==> src/hw/rtl/b64c_pkg.sv <==
// Shared types, constants and character tables for the base64 codec.
`default_nettype none

package b64c_pkg;

  // Mode register codes.
  localparam logic MODE_ENCODE = 1'b0;
  localparam logic MODE_DECODE = 1'b1;

  // Special characters of the alphabet.
  localparam logic [7:0] CHAR_PLUS  = 8'h2B;
  localparam logic [7:0] CHAR_SLASH = 8'h2F;
  localparam logic [7:0] CHAR_PAD   = 8'h3D;

  // Default depth of the queue between the front and back parts (power of two, >= 2).
  localparam int QUEUE_DEPTH = 2;

  // One group's worth of results, already packed in delivery order.
  typedef struct packed {
    logic [3:0][7:0] bytes;     // bytes[0] goes out first
    logic [1:0]      last_idx;  // index of the final byte of this group
    logic            last;      // final byte carries the end-of-message mark
  } job_t;

  // Six-bit value to alphabet character.
  function automatic logic [7:0] enc_char(input logic [5:0] v);
    logic [7:0] r;
    if (v < 6'd26)      r = 8'h41 + {2'b00, v};
    else if (v < 6'd52) r = 8'h61 + {2'b00, v - 6'd26};
    else if (v < 6'd62) r = 8'h30 + {2'b00, v - 6'd52};
    else if (v == 6'd62) r = CHAR_PLUS;
    else                r = CHAR_SLASH;
    return r;
  endfunction

  // Alphabet character to six-bit value; anything else is zero.
  function automatic logic [5:0] dec_char(input logic [7:0] c);
    logic [7:0] r;
    if (c >= 8'h41 && c <= 8'h5A)      r = c - 8'h41;
    else if (c >= 8'h61 && c <= 8'h7A) r = c - 8'h61 + 8'd26;
    else if (c >= 8'h30 && c <= 8'h39) r = c - 8'h30 + 8'd52;
    else if (c == CHAR_PLUS)           r = 8'd62;
    else if (c == CHAR_SLASH)          r = 8'd63;
    else                               r = 8'd0;
    return r[5:0];
  endfunction

endpackage

`default_nettype wire

==> src/hw/rtl/b64c_front.sv <==
// Front part: takes input transactions, gathers groups and builds result jobs.
`default_nettype none

module b64c_front (
  input  wire logic          clk,
  input  wire logic          rst,
  input  wire logic          cfg_write,
  input  wire logic          cfg_data,
  input  wire logic          in_valid,
  output logic               in_ready,
  input  wire logic [7:0]    data_byte,
  input  wire logic          end_of_message,
  output logic               push_valid,
  input  wire logic          push_ready,
  output b64c_pkg::job_t     push_data
);

  logic        mode;
  logic [17:0] hold;
  logic [1:0]  count;
  logic        third_pad;

  logic [17:0] hold_next;
  logic [1:0]  count_next;
  logic        third_pad_next;
  logic        emit;
  logic [1:0]  cnt;
  logic [23:0] v;
  logic [5:0]  val;
  logic        fourth_pad;
  logic        accept;

  assign in_ready = push_ready;
  assign accept   = in_valid && in_ready;

  always_comb begin
    hold_next      = hold;
    count_next     = count;
    third_pad_next = third_pad;
    emit           = 1'b0;
    cnt            = count + 2'd1;
    val            = b64c_pkg::dec_char(data_byte);
    fourth_pad     = (data_byte == b64c_pkg::CHAR_PAD);
    v              = '0;
    push_data      = '0;
    push_data.last = end_of_message;

    if (mode == b64c_pkg::MODE_ENCODE) begin
      case (cnt)
        2'd1:    v = {data_byte, 16'h0000};
        2'd2:    v = {hold[7:0], data_byte, 8'h00};
        default: v = {hold[15:0], data_byte};
      endcase
      emit = (cnt == 2'd3) || end_of_message;
      push_data.bytes[0] = b64c_pkg::enc_char(v[23:18]);
      push_data.bytes[1] = b64c_pkg::enc_char(v[17:12]);
      push_data.bytes[2] = (cnt != 2'd1) ? b64c_pkg::enc_char(v[11:6]) : b64c_pkg::CHAR_PAD;
      push_data.bytes[3] = (cnt == 2'd3) ? b64c_pkg::enc_char(v[5:0]) : b64c_pkg::CHAR_PAD;
      push_data.last_idx = 2'd3;
      if (emit) begin
        hold_next  = '0;
        count_next = '0;
      end else begin
        hold_next  = {2'b00, hold[7:0], data_byte};
        count_next = cnt;
      end
    end else begin
      v = {hold, val};
      emit = (count == 2'd3);
      push_data.bytes[0] = v[23:16];
      push_data.bytes[1] = third_pad ? v[7:0] : v[15:8];
      push_data.bytes[2] = v[7:0];
      push_data.last_idx = {1'b0, ~third_pad} + {1'b0, ~fourth_pad};
      if (emit || end_of_message) begin
        hold_next      = '0;
        count_next     = '0;
        third_pad_next = 1'b0;
      end else begin
        hold_next  = {hold[11:0], val};
        count_next = cnt;
        if (count == 2'd2) begin
          third_pad_next = fourth_pad;
        end
      end
    end
  end

  assign push_valid = in_valid && emit;

  always_ff @(posedge clk) begin
    if (rst) begin
      mode      <= b64c_pkg::MODE_ENCODE;
      hold      <= '0;
      count     <= '0;
      third_pad <= 1'b0;
    end else if (cfg_write) begin
      mode      <= cfg_data;
      hold      <= '0;
      count     <= '0;
      third_pad <= 1'b0;
    end else if (accept) begin
      hold      <= hold_next;
      count     <= count_next;
      third_pad <= third_pad_next;
    end
  end

endmodule

`default_nettype wire

==> src/hw/rtl/b64c_queue.sv <==
// Small job queue between the front and back parts.
`default_nettype none

module b64c_queue #(
  parameter int DEPTH = b64c_pkg::QUEUE_DEPTH
) (
  input  wire logic           clk,
  input  wire logic           rst,
  input  wire logic           push_valid,
  output logic                push_ready,
  input  wire b64c_pkg::job_t push_data,
  output logic                pop_valid,
  input  wire logic           pop_ready,
  output b64c_pkg::job_t      pop_data
);

  localparam int AW = $clog2(DEPTH);

  b64c_pkg::job_t entries [DEPTH];
  logic [AW:0]    wr_ptr;
  logic [AW:0]    rd_ptr;
  logic           empty;
  logic           full;

  assign empty      = (wr_ptr == rd_ptr);
  assign full       = (wr_ptr[AW] != rd_ptr[AW]) && (wr_ptr[AW-1:0] == rd_ptr[AW-1:0]);
  assign push_ready = !full;
  assign pop_valid  = !empty;
  assign pop_data   = entries[rd_ptr[AW-1:0]];

  always_ff @(posedge clk) begin
    if (push_valid && push_ready) begin
      entries[wr_ptr[AW-1:0]] <= push_data;
    end
  end

  always_ff @(posedge clk) begin
    if (rst) begin
      wr_ptr <= '0;
      rd_ptr <= '0;
    end else begin
      if (push_valid && push_ready) begin
        wr_ptr <= wr_ptr + 1'b1;
      end
      if (pop_valid && pop_ready) begin
        rd_ptr <= rd_ptr + 1'b1;
      end
    end
  end

endmodule

`default_nettype wire

==> src/hw/rtl/b64c_back.sv <==
// Back part: holds one job and sends its bytes out one transaction at a time.
`default_nettype none

module b64c_back (
  input  wire logic           clk,
  input  wire logic           rst,
  input  wire logic           pop_valid,
  output logic                pop_ready,
  input  wire b64c_pkg::job_t pop_data,
  output logic                out_valid,
  input  wire logic           out_ready,
  output logic [7:0]          out_byte,
  output logic                last
);

  b64c_pkg::job_t job;
  logic           has_job;
  logic [1:0]     idx;
  logic           at_end;

  assign at_end    = (idx == job.last_idx);
  assign pop_ready = !has_job || (out_ready && at_end);
  assign out_valid = has_job;
  assign out_byte  = job.bytes[idx];
  assign last      = job.last && at_end;

  always_ff @(posedge clk) begin
    if (pop_ready && pop_valid) begin
      job <= pop_data;
    end
  end

  always_ff @(posedge clk) begin
    if (rst) begin
      has_job <= 1'b0;
      idx     <= '0;
    end else if (pop_ready) begin
      has_job <= pop_valid;
      idx     <= '0;
    end else if (out_ready) begin
      idx <= idx + 2'd1;
    end
  end

endmodule

`default_nettype wire

==> src/hw/rtl/base64_codec_unit.sv <==
// Top level of the streaming base64 encoder and decoder.
//
//   channel   direction  signals                                   handshake
//   in        sink       data_byte, end_of_message                 in_valid / in_ready
//   out       source     out_byte, last                            out_valid / out_ready
//   cfg       sink       cfg_data (mode)                           cfg_write, no wait
//
// An input transaction is taken whenever the queue has room. The transaction that
// completes a group pushes a job into the queue, the back part loads it into its job
// register, and its bytes then go out one per cycle while out_ready is high. The output
// serializer sets the sustained rate when encoding: four characters per three bytes.
// Reset (synchronous, active high) selects encode mode and empties all groups and queues.
// The front and back stall independently through a queue of QUEUE_DEPTH jobs.
`default_nettype none

module base64_codec_unit #(
  parameter int QUEUE_DEPTH = b64c_pkg::QUEUE_DEPTH
) (
  input  wire logic       clk,
  input  wire logic       rst,
  input  wire logic       cfg_write,
  input  wire logic       cfg_data,
  input  wire logic       in_valid,
  output logic            in_ready,
  input  wire logic [7:0] data_byte,
  input  wire logic       end_of_message,
  output logic            out_valid,
  input  wire logic       out_ready,
  output logic [7:0]      out_byte,
  output logic            last
);

  // Jobs carry the finished bytes of one group, so the back part only counts them out.
  b64c_pkg::job_t push_data;
  b64c_pkg::job_t pop_data;
  logic           push_valid;
  logic           push_ready;
  logic           pop_valid;
  logic           pop_ready;

  // The front classifies each transaction by mode and stores it in the group register,
  // completes the group and pushes a job, or in decode mode drops a group that the message ends inside.
  b64c_front u_front (
    .clk            (clk),
    .rst            (rst),
    .cfg_write      (cfg_write),
    .cfg_data       (cfg_data),
    .in_valid       (in_valid),
    .in_ready       (in_ready),
    .data_byte      (data_byte),
    .end_of_message (end_of_message),
    .push_valid     (push_valid),
    .push_ready     (push_ready),
    .push_data      (push_data)
  );

  b64c_queue #(
    .DEPTH (QUEUE_DEPTH)
  ) u_queue (
    .clk        (clk),
    .rst        (rst),
    .push_valid (push_valid),
    .push_ready (push_ready),
    .push_data  (push_data),
    .pop_valid  (pop_valid),
    .pop_ready  (pop_ready),
    .pop_data   (pop_data)
  );

  // The back holds the current job in a register and walks through its bytes.
  b64c_back u_back (
    .clk       (clk),
    .rst       (rst),
    .pop_valid (pop_valid),
    .pop_ready (pop_ready),
    .pop_data  (pop_data),
    .out_valid (out_valid),
    .out_ready (out_ready),
    .out_byte  (out_byte),
    .last      (last)
  );

endmodule

`default_nettype wire

==> config.mk <==
export PLATFORM = sky130hd
export DESIGN_NAME = base64_codec_unit
export DESIGN_NICKNAME = d
export VERILOG_FILES = /design/src/hw/rtl/b64c_pkg.sv /design/src/hw/rtl/b64c_front.sv /design/src/hw/rtl/b64c_queue.sv /design/src/hw/rtl/b64c_back.sv /design/src/hw/rtl/base64_codec_unit.sv
export SDC_FILE = /design/constraint.sdc
export NUM_CORES = 1
export LEC_CHECK = 0
export BUFFER_PORTS_ARGS = -buffer_cell sky130_fd_sc_hd__buf_2
export CORE_MARGIN = 2
export CORE_UTILIZATION = 50
export CTS_BUF_LIST = sky130_fd_sc_hd__clkbuf_2 sky130_fd_sc_hd__clkbuf_4 sky130_fd_sc_hd__clkbuf_8
export DETAILED_ROUTE_END_ITERATION = 10
export GPL_TIMING_DRIVEN = 0
export PLACE_DENSITY_LB_ADDON = 0.2
export SLEW_MARGIN = 30
export SYNTH_ARGS = -nofsm -noshare
export SYNTH_HDL_FRONTEND = slang
export SYNTH_SLANG_ARGS = --single-unit
==> constraint.sdc <==
create_clock -name clk -period 4.1 [get_ports clk]
set_input_delay 0.205 -clock clk [delete_from_list [all_inputs] [get_ports clk]]
set_output_delay 0.205 -clock clk [all_outputs]
set_load 0.01 [all_outputs]
==> out/qor.csv, run 1 <==
metric;value;unit
run_status;finished, final reports clean;
utilization;57.75;%
firstDrtPassIters;5;
worstPathMaxFanout;10;
cp.arrival;4.06;ns
initial_utilization;51.45;%
core_region_area;16700;um^2
cp.required;4.25;ns
syn_nets;893;
fill_cells;1460;
cts_sinks;134;
grt_pass1_vias;6540;
vdd_ir_drop_max;0.2523;mV
antenna_found_initial;0;
max_freq;255.7;MHz
pre_cts_slack;-0.04228;ns
period_minus_slack;3.910;ns
p_clk_share;28.2;%
cp-end-kind;register;
row_count;47;
switching_share;30.01;%
grt_max_degree;19;
synthXorXnorAreaFrac;4.892;%
synth.distinct_cells;84;
combPwrFrac;28.4;%
die_height;135.1;um
sequentialPowerShare;43.3;%
vias;6898;
die_area;18250;um^2
final_max_slew_viol_count;0;
postCtsSetupRepairBufs;0;
p_int;0.003054;W
grt_use_total;25.75;%
setup_viol;0;
cts_tree;built;
yosys_register_bits;134;
drive_above_1_share;17.28;%
antenna_cells;0;
syn_avg_cell_area;10.33;um^2
relSlewSlack;46.26;%
worst_slack;0.1899;ns
grt_pass1_wl;36110;um
synth_commonest_cells;edfxtp_1, nand2_1, nor2_1;
wl_per_cell;20.25;um
synth_edf_count;105;
portBuffers;23;
fin_crit_sh;95.37;%
wl;22500;um
post_drt_via_cell_ratio;6.209;
power;0.004363;W
synthAdderAreaFrac;6.698;%
min_path_type;in2reg;
synth.most_common_cell;edfxtp_1;
cts_max_level;4;
area_growth;12.23;%
netlist_area;8593;um^2
grt_setup_unrepaired;no;
cts_buffer_depth;2;
ios;26;
yosysSeqAreaShare;43.45;%
dpl.hpwl;16810;um
leakage;3.345;nW
die_x;135.1;um
clock-root-buffer;clkbuf_8;
synth_area_leaders;edfxtp_1, dfxtp_1, ha_1;
muxShareOfSynthArea;8.241;%
drv_cap;0;
gp_congestion;0.9431;
yosysWarningCount;0;
cellPowerDensity;452.4;nW/um^2
synth-simple-area-share;14.25;%
hold_viol;0;
synth_compound_area_share;18.14;%
start_kind;register;
worst_clock_skew;0.01349;ns
synthFlopType;edfxtp_1;
power_switching;0.001310;W
synth_top_family_by_area;compound AO/OA/AOI/OAI gates;
worst_pin_slew;0.8061;ns
cts_buffers;17;
fin_nets;940;
cts.clk_slew.worst_paths;0.08;ns
overflow;0;
syn-instance-count;832;
synth_top_area_share;36.69;%
criticalPathCategory;reg2reg;
synth_top_area_cell;edfxtp_1;
drc;0;
synth-async-reset-ratio;0;%
clk-insertion-delay-late;0.45;ns
initialDrtViolationCount;670;
drtAntennaViolNets;0;
## per-layer routing
layer / global-route usage, % / up-vias / wire length [um]
met5: 0 / - / 0
met4: 8.565 / 0 / 494
met3: 3.979 / 45 / 1764
met2: 41.06 / 309 / 10590
met1: 36.16 / 3308 / 9645
li1: - / 3236 / -
## metrics by stage
stage	hold WS (ns)	cells	setup TNS [ns]	instance area (um^2)
after CTS	0.02254	1111	0	9583
after floorplan	0.3039	832	0	8593
final	0.04254	1111	0	9644
after detailed placement	0.4586	1079	-0.08454	9120
after global routing	0.05899	1111	0	9644
after global placement	0.4500	1075	-4.104	8984
## timing repair
item,4_1_cts,5_1_grt
endpoints found under the hold margin,1,0
hold buffers,1,0
pin swaps,0,1
setup endpoints to repair,12,28
gates resized for setup,3,15
## worst max-delay path, stage by stage (launching register included)
cell and delay [ns]:
dfxtp_1 0.36, inv_1 0.09, ha_1 0.15, buf_6 0.13
buf_2 0.24, clkbuf_4 0.27, clkbuf_2 0.25, nand2_1 0.08
o21a_2 0.21, ha_1 0.27, and3b_1 0.19, a2111o_1 0.48
or4_1 0.50, a311oi_1 0.28, a21oi_1 0.12
## cell usage in the layout, fill, tap and decap left out, types with 5 or more instances in the layout
master,count
a211oi_1,8
o21ai_1,12
and2_1,9
a21oi_1,46
dfxtp_1,28
a22o_1,11
buf_2,28
buf_1,7
o31ai_1,5
or2_2,6
inv_1,33
nand2b_1,8
clkbuf_8,17
a31oi_1,16
edfxtp_1,105
a22oi_1,5
o221ai_1,7
bufinv_16,5
nor3b_1,8
o22ai_1,7
xnor2_1,32
nor3_1,30
a221oi_1,12
o211ai_1,8
ha_1,46
nand3_1,23
mux2i_1,10
mux2_2,38
nand2_1,50
clkbuf_1,36
mux4_2,8
nor2_1,46
o21ai_0,36
xor2_1,16
## flip-flops by register name (all words and copies together) (netlist names)
name,count
u_back.idx,2
u_back.job,35
u_back.out_valid,1
u_front.count,2
u_front.hold,18
u_front.mode,1
u_front.third_pad,1
u_queue.entries,70
u_queue.rd_ptr,2
u_queue.wr_ptr,2
## path summary, 6_finish.rpt
kind | slack [ns] | to | startpoint | cells past startpoint
min reg2reg | 0.47 | u_front.hold[16]$_SDFFE_PP0P_ | u_front.hold[16]$_SDFFE_PP0P_ | 2
min | 0.04 | u_front.mode$_SDFFE_PP0P_ | cfg_write | 3
max reg2reg | 0.19 | u_queue.entries[0][17]$_DFFE_PP_ | u_front.count[1]$_SDFFE_PP0P_ | 14
max | 0.19 | u_queue.entries[0][17]$_DFFE_PP_ | u_front.count[1]$_SDFFE_PP0P_ | 14
## area by class of cell
cell class,count,area [um^2],area share [%]
Clock buffer,18,241.5,2.504
Timing Repair Buffer,28,235.2,2.439
Clock inverter,13,205.2,2.128
Buffer,54,240.2,2.491
Multi-Input combinational cell,608,4577,47.46
Sequential cell,134,3735,38.73
Tap cell,220,275.3,2.854
Inverter,36,135.1,1.401
## power by group through the flow
| stage | combinational (W) | sequential (W) | clock [W] |
|---|---|---|---|
| floorplan | 0.000804 | 0.00188 | 0 |
| global placement | 0.00109 | 0.00194 | 0 |
| detailed placement | 0.00123 | 0.00193 | 0 |
| CTS | 0.00124 | 0.00190 | 0.00125 |
| global route | 0.00135 | 0.00191 | 0.00131 |
| finish | 0.00124 | 0.00189 | 0.00123 |
## cell families after synthesis
kind of cell               Yosys count
AOI/OAI and AO/OA                  227
xor gates and xnor gates            48
adders and majority gates           46
buffers and inverters               90
DFF                                134
muxes                               56
and+or+nand+nor                    231
(Power assumes the default switching activity.)
==> run 2: changes to the inputs <==
- CORE_UTILIZATION: 50 -> 25
- SYNTH_HIERARCHICAL: not set -> 1
- TNS_END_PERCENT: not set -> 50
==> out/qor.csv, run 2 <==
metric;value;unit;change
run_status;finished, final reports clean;;
worst_pin_slew;0.8336;ns;+0.02753 ns
wl_per_cell;19.74;um;-2.5%
syn_nets;905;;+1.3%
clock-root-buffer;clkbuf_8;;
yosysWarningCount;6;;+6
ios;26;;unchanged
layout_commonest_cell;edfxtp_1;;
final_max_slew_viol_count;0;;unchanged
antenna_found_initial;0;;unchanged
grt-busiest-layer;met2;;
combPwrFrac;26.0;%;-2.4 points
row_count;68;;+45%
synth_edf_count;105;;unchanged
grt_pass1_wl;41570;um;+15%
crit_path_top_delay_cell;a311oi_2;;
power_switching;0.001357;W;+3.6%
start_kind;register;;
firstDrtPassIters;5;;unchanged
vdd_ir_drop_max;0.1970;mV;-22%
setup_viol;0;;unchanged
drv_cap;0;;unchanged
syn_avg_cell_area;10.38;um^2;+0.45%
synth-async-reset-ratio;0;%;unchanged
overflow;0;;unchanged
drc;0;;unchanged
fin_nets;951;;+1.2%
die_height;190.9;um;+41%
area_growth;14.14;%;
final_cell_mix;edfxtp_1, nand2_1, ha_1;;
post_drt_via_cell_ratio;5.044;;-19%
dpl.hpwl;19570;um;+16%
wl;26770;um;+19%
p_clk_share;28.7;%;+0.5 points
cts_tree;built;;
die_x;190.9;um;+41%
period_minus_slack;3.759;ns;-0.1509 ns
fin_area;9971;um^2;+3.4%
cellPowerDensity;404.1;nW/um^2;-11%
cp.required;4.24;ns;about the same
syn-instance-count;842;;+1.2%
gp_congestion;0.8565;;-9.2%
cp-end-kind;register;;
portBuffers;23;;unchanged
synth_top_area_cell;edfxtp_1;;
cts_buffer_depth;2;;unchanged
grt_use_total;15.06;%;-11 points
synth.most_common_cell;edfxtp_1;;
switching_share;33.68;%;+3.7 points
die_area;36450;um^2;+100%
clk-insertion-delay-late;0.45;ns;about the same
grt_util_met2;23.20;%;-18 points
netlist_area;8736;um^2;+1.7%
grt_setup_unrepaired;no;;
rrSetupSlack;0.34;ns;+0.15 ns
postCtsSetupRepairBufs;0;;unchanged
antenna_cells;0;;unchanged
leakage;3.404;nW;+1.8%
met3_usage;2.497;%;-1.5 points
yosysSeqAreaShare;42.97;%;-0.48 points
p_int;0.002672;W;-12%
crit_chain;inv_1 -> ha_1 -> buf_6 -> buf_2 -> buf_2 -> nand2_1 -> o21a_1 -> ha_1 -> nor4bb_1 -> a311oi_2 -> o21ai_2 -> o21ai_0 -> a31o_2 -> o211ai_1;;
initial_utilization;25.35;%;-26 points
synth.distinct_cells;89;;+6.0%
max_freq;266.0;MHz;+4.0%
core_region_area;34460;um^2;+110%
placed_area;9523;um^2;+4.4%
cp.arrival;3.90;ns;-0.16 ns
synth_commonest_cells;edfxtp_1, nand2_1, ha_1;;
synthFlopType;edfxtp_1;;
synth_top_area_share;36.09;%;-0.60 points
cts.clk_slew.worst_paths;0.10;ns;+0.02 ns
drtAntennaViolNets;0;;unchanged
min_path_type;in2reg;;
max_stage_delay;0.68;ns;+0.18 ns
synth_area_leaders;edfxtp_1, dfxtp_1, ha_1;;
fin_crit_sh;91.69;%;-3.7 points
cts_sinks;135;;+0.75%
sequentialPowerShare;45.3;%;+2.0 points
cts_max_level;4;;unchanged
drive_above_1_share;17.65;%;+0.36 points
hold_viol;0;;unchanged
vias;6839;;-0.86%
use_met1;22.20;%;-14 points
initialDrtViolationCount;529;;-21%
yosys_register_bits;135;;+0.75%
worst_clock_skew;0.02047;ns;+0.006975 ns
worstPathMaxFanout;10;;unchanged
grt_max_degree;36;;+17
grt_pass1_vias;6761;;+3.4%
cts_buffers;17;;unchanged
criticalPathCategory;reg2reg;;
relSlewSlack;44.00;%;-2.3 points
largest_reg_flops;70;;unchanged
utilization;28.94;%;-29 points
## run 2: cell types whose count changed after synthesis, sizes merged, moves of 5 or more
cell | previous run | this run
nand4 | 3 | 8
clkbuf | 37 | 30
nand2 | 50 | 64
o211ai | 8 | 18
buf | 17 | 24
o221ai | 7 | 1
## run 2: power by group through the flow
stage	Combinational (W)	Clock (W)	Sequential, W
global route	0.00115	0.00126	0.00185
CTS	0.00105	0.00120	0.00183
floorplan	0.000700	0	0.00182
finish	0.00105	0.00116	0.00183
detailed placement	0.00105	0	0.00187
global placement	0.000999	0	0.00187
## run 2: area by class of cell
type	instances	area (um^2)
plain buffers	54	272.8
clock buffers	17	234.0
clock inverters	15	181.4
fillers	3616	24490
inverters	38	142.6
multi-input cells	615	4609
flip-flops and latches	135	3754
well taps	455	569.3
repair buffers	27	207.7
## run 2: what timing repair did
| action | in CTS | in global routing |
|---|---|---|
| setup endpoints to repair | 0 | 6 |
| gates resized for setup | 0 | 5 |
| hold buffers | 1 | 0 |
| endpoints found under the hold margin | 1 | 0 |
## run 2: worst max-delay path, delay by kind of cell, from the launching register on
| kind | cells | cell delay (ns) |
|---|---|---|
| DFF | 1 | 0.36 |
| AOI/OAI and AO/OA | 6 | 1.63 |
| adders and majority gates | 2 | 0.46 |
| buffers and inverters | 4 | 0.73 |
| and+or+nand+nor | 2 | 0.25 |
## run 2: routing by layer
metal  share of wire, %  wire length [um]  up-vias
met3                5.4              1449       12
met1                 49             13120     3351
met5                  0                 0        -
met4               0.63               168        0
li1                   -                 -     3268
met2                 45             12030      208
## run 2: kinds of logic (layout without fill, tap and decap cells)
logic type,count (synthesis),count (layout),share of synthesized area [%]
simple gates,239,239,14.18
compound gates,225,225,18.16
flops,135,135,42.97
buf+inv,92,151,4.741
mux,55,55,8.092
fa+ha+maj,48,48,6.875
xor+xnor,48,48,4.984
## run 2: worst paths after layout
path | start | end | depth (start not counted)
max | u_front/count[1]$_SDFFE_PP0P_ | u_queue/entries[1][13]$_DFFE_PP_ | 14
min | out_ready | u_back/idx[0]$_SDFFE_PP0P_ | 3
max reg2reg | u_front/count[1]$_SDFFE_PP0P_ | u_queue/entries[1][13]$_DFFE_PP_ | 14
min reg2reg | u_front/hold[17]$_SDFFE_PP0P_ | u_front/hold[17]$_SDFFE_PP0P_ | 2
## run 2: through the flow
stage	TNS [ns]	cells	worst slack, ns	hold slack [ns]	total power [W]
6_report	0	1356	0.3408	0.06087	0.004029
5_1_grt	0	1356	0.05338	0.07975	0.004257
4_1_cts	0	1356	0.1450	0.02660	0.004085
3_5_place_dp	0	1323	0.1725	0.4754	0.002914
3_3_place_gp	-67.25	1320	-1.891	0.4658	0.002874
2_1_floorplan	0	842	0.3542	0.2729	0.002517
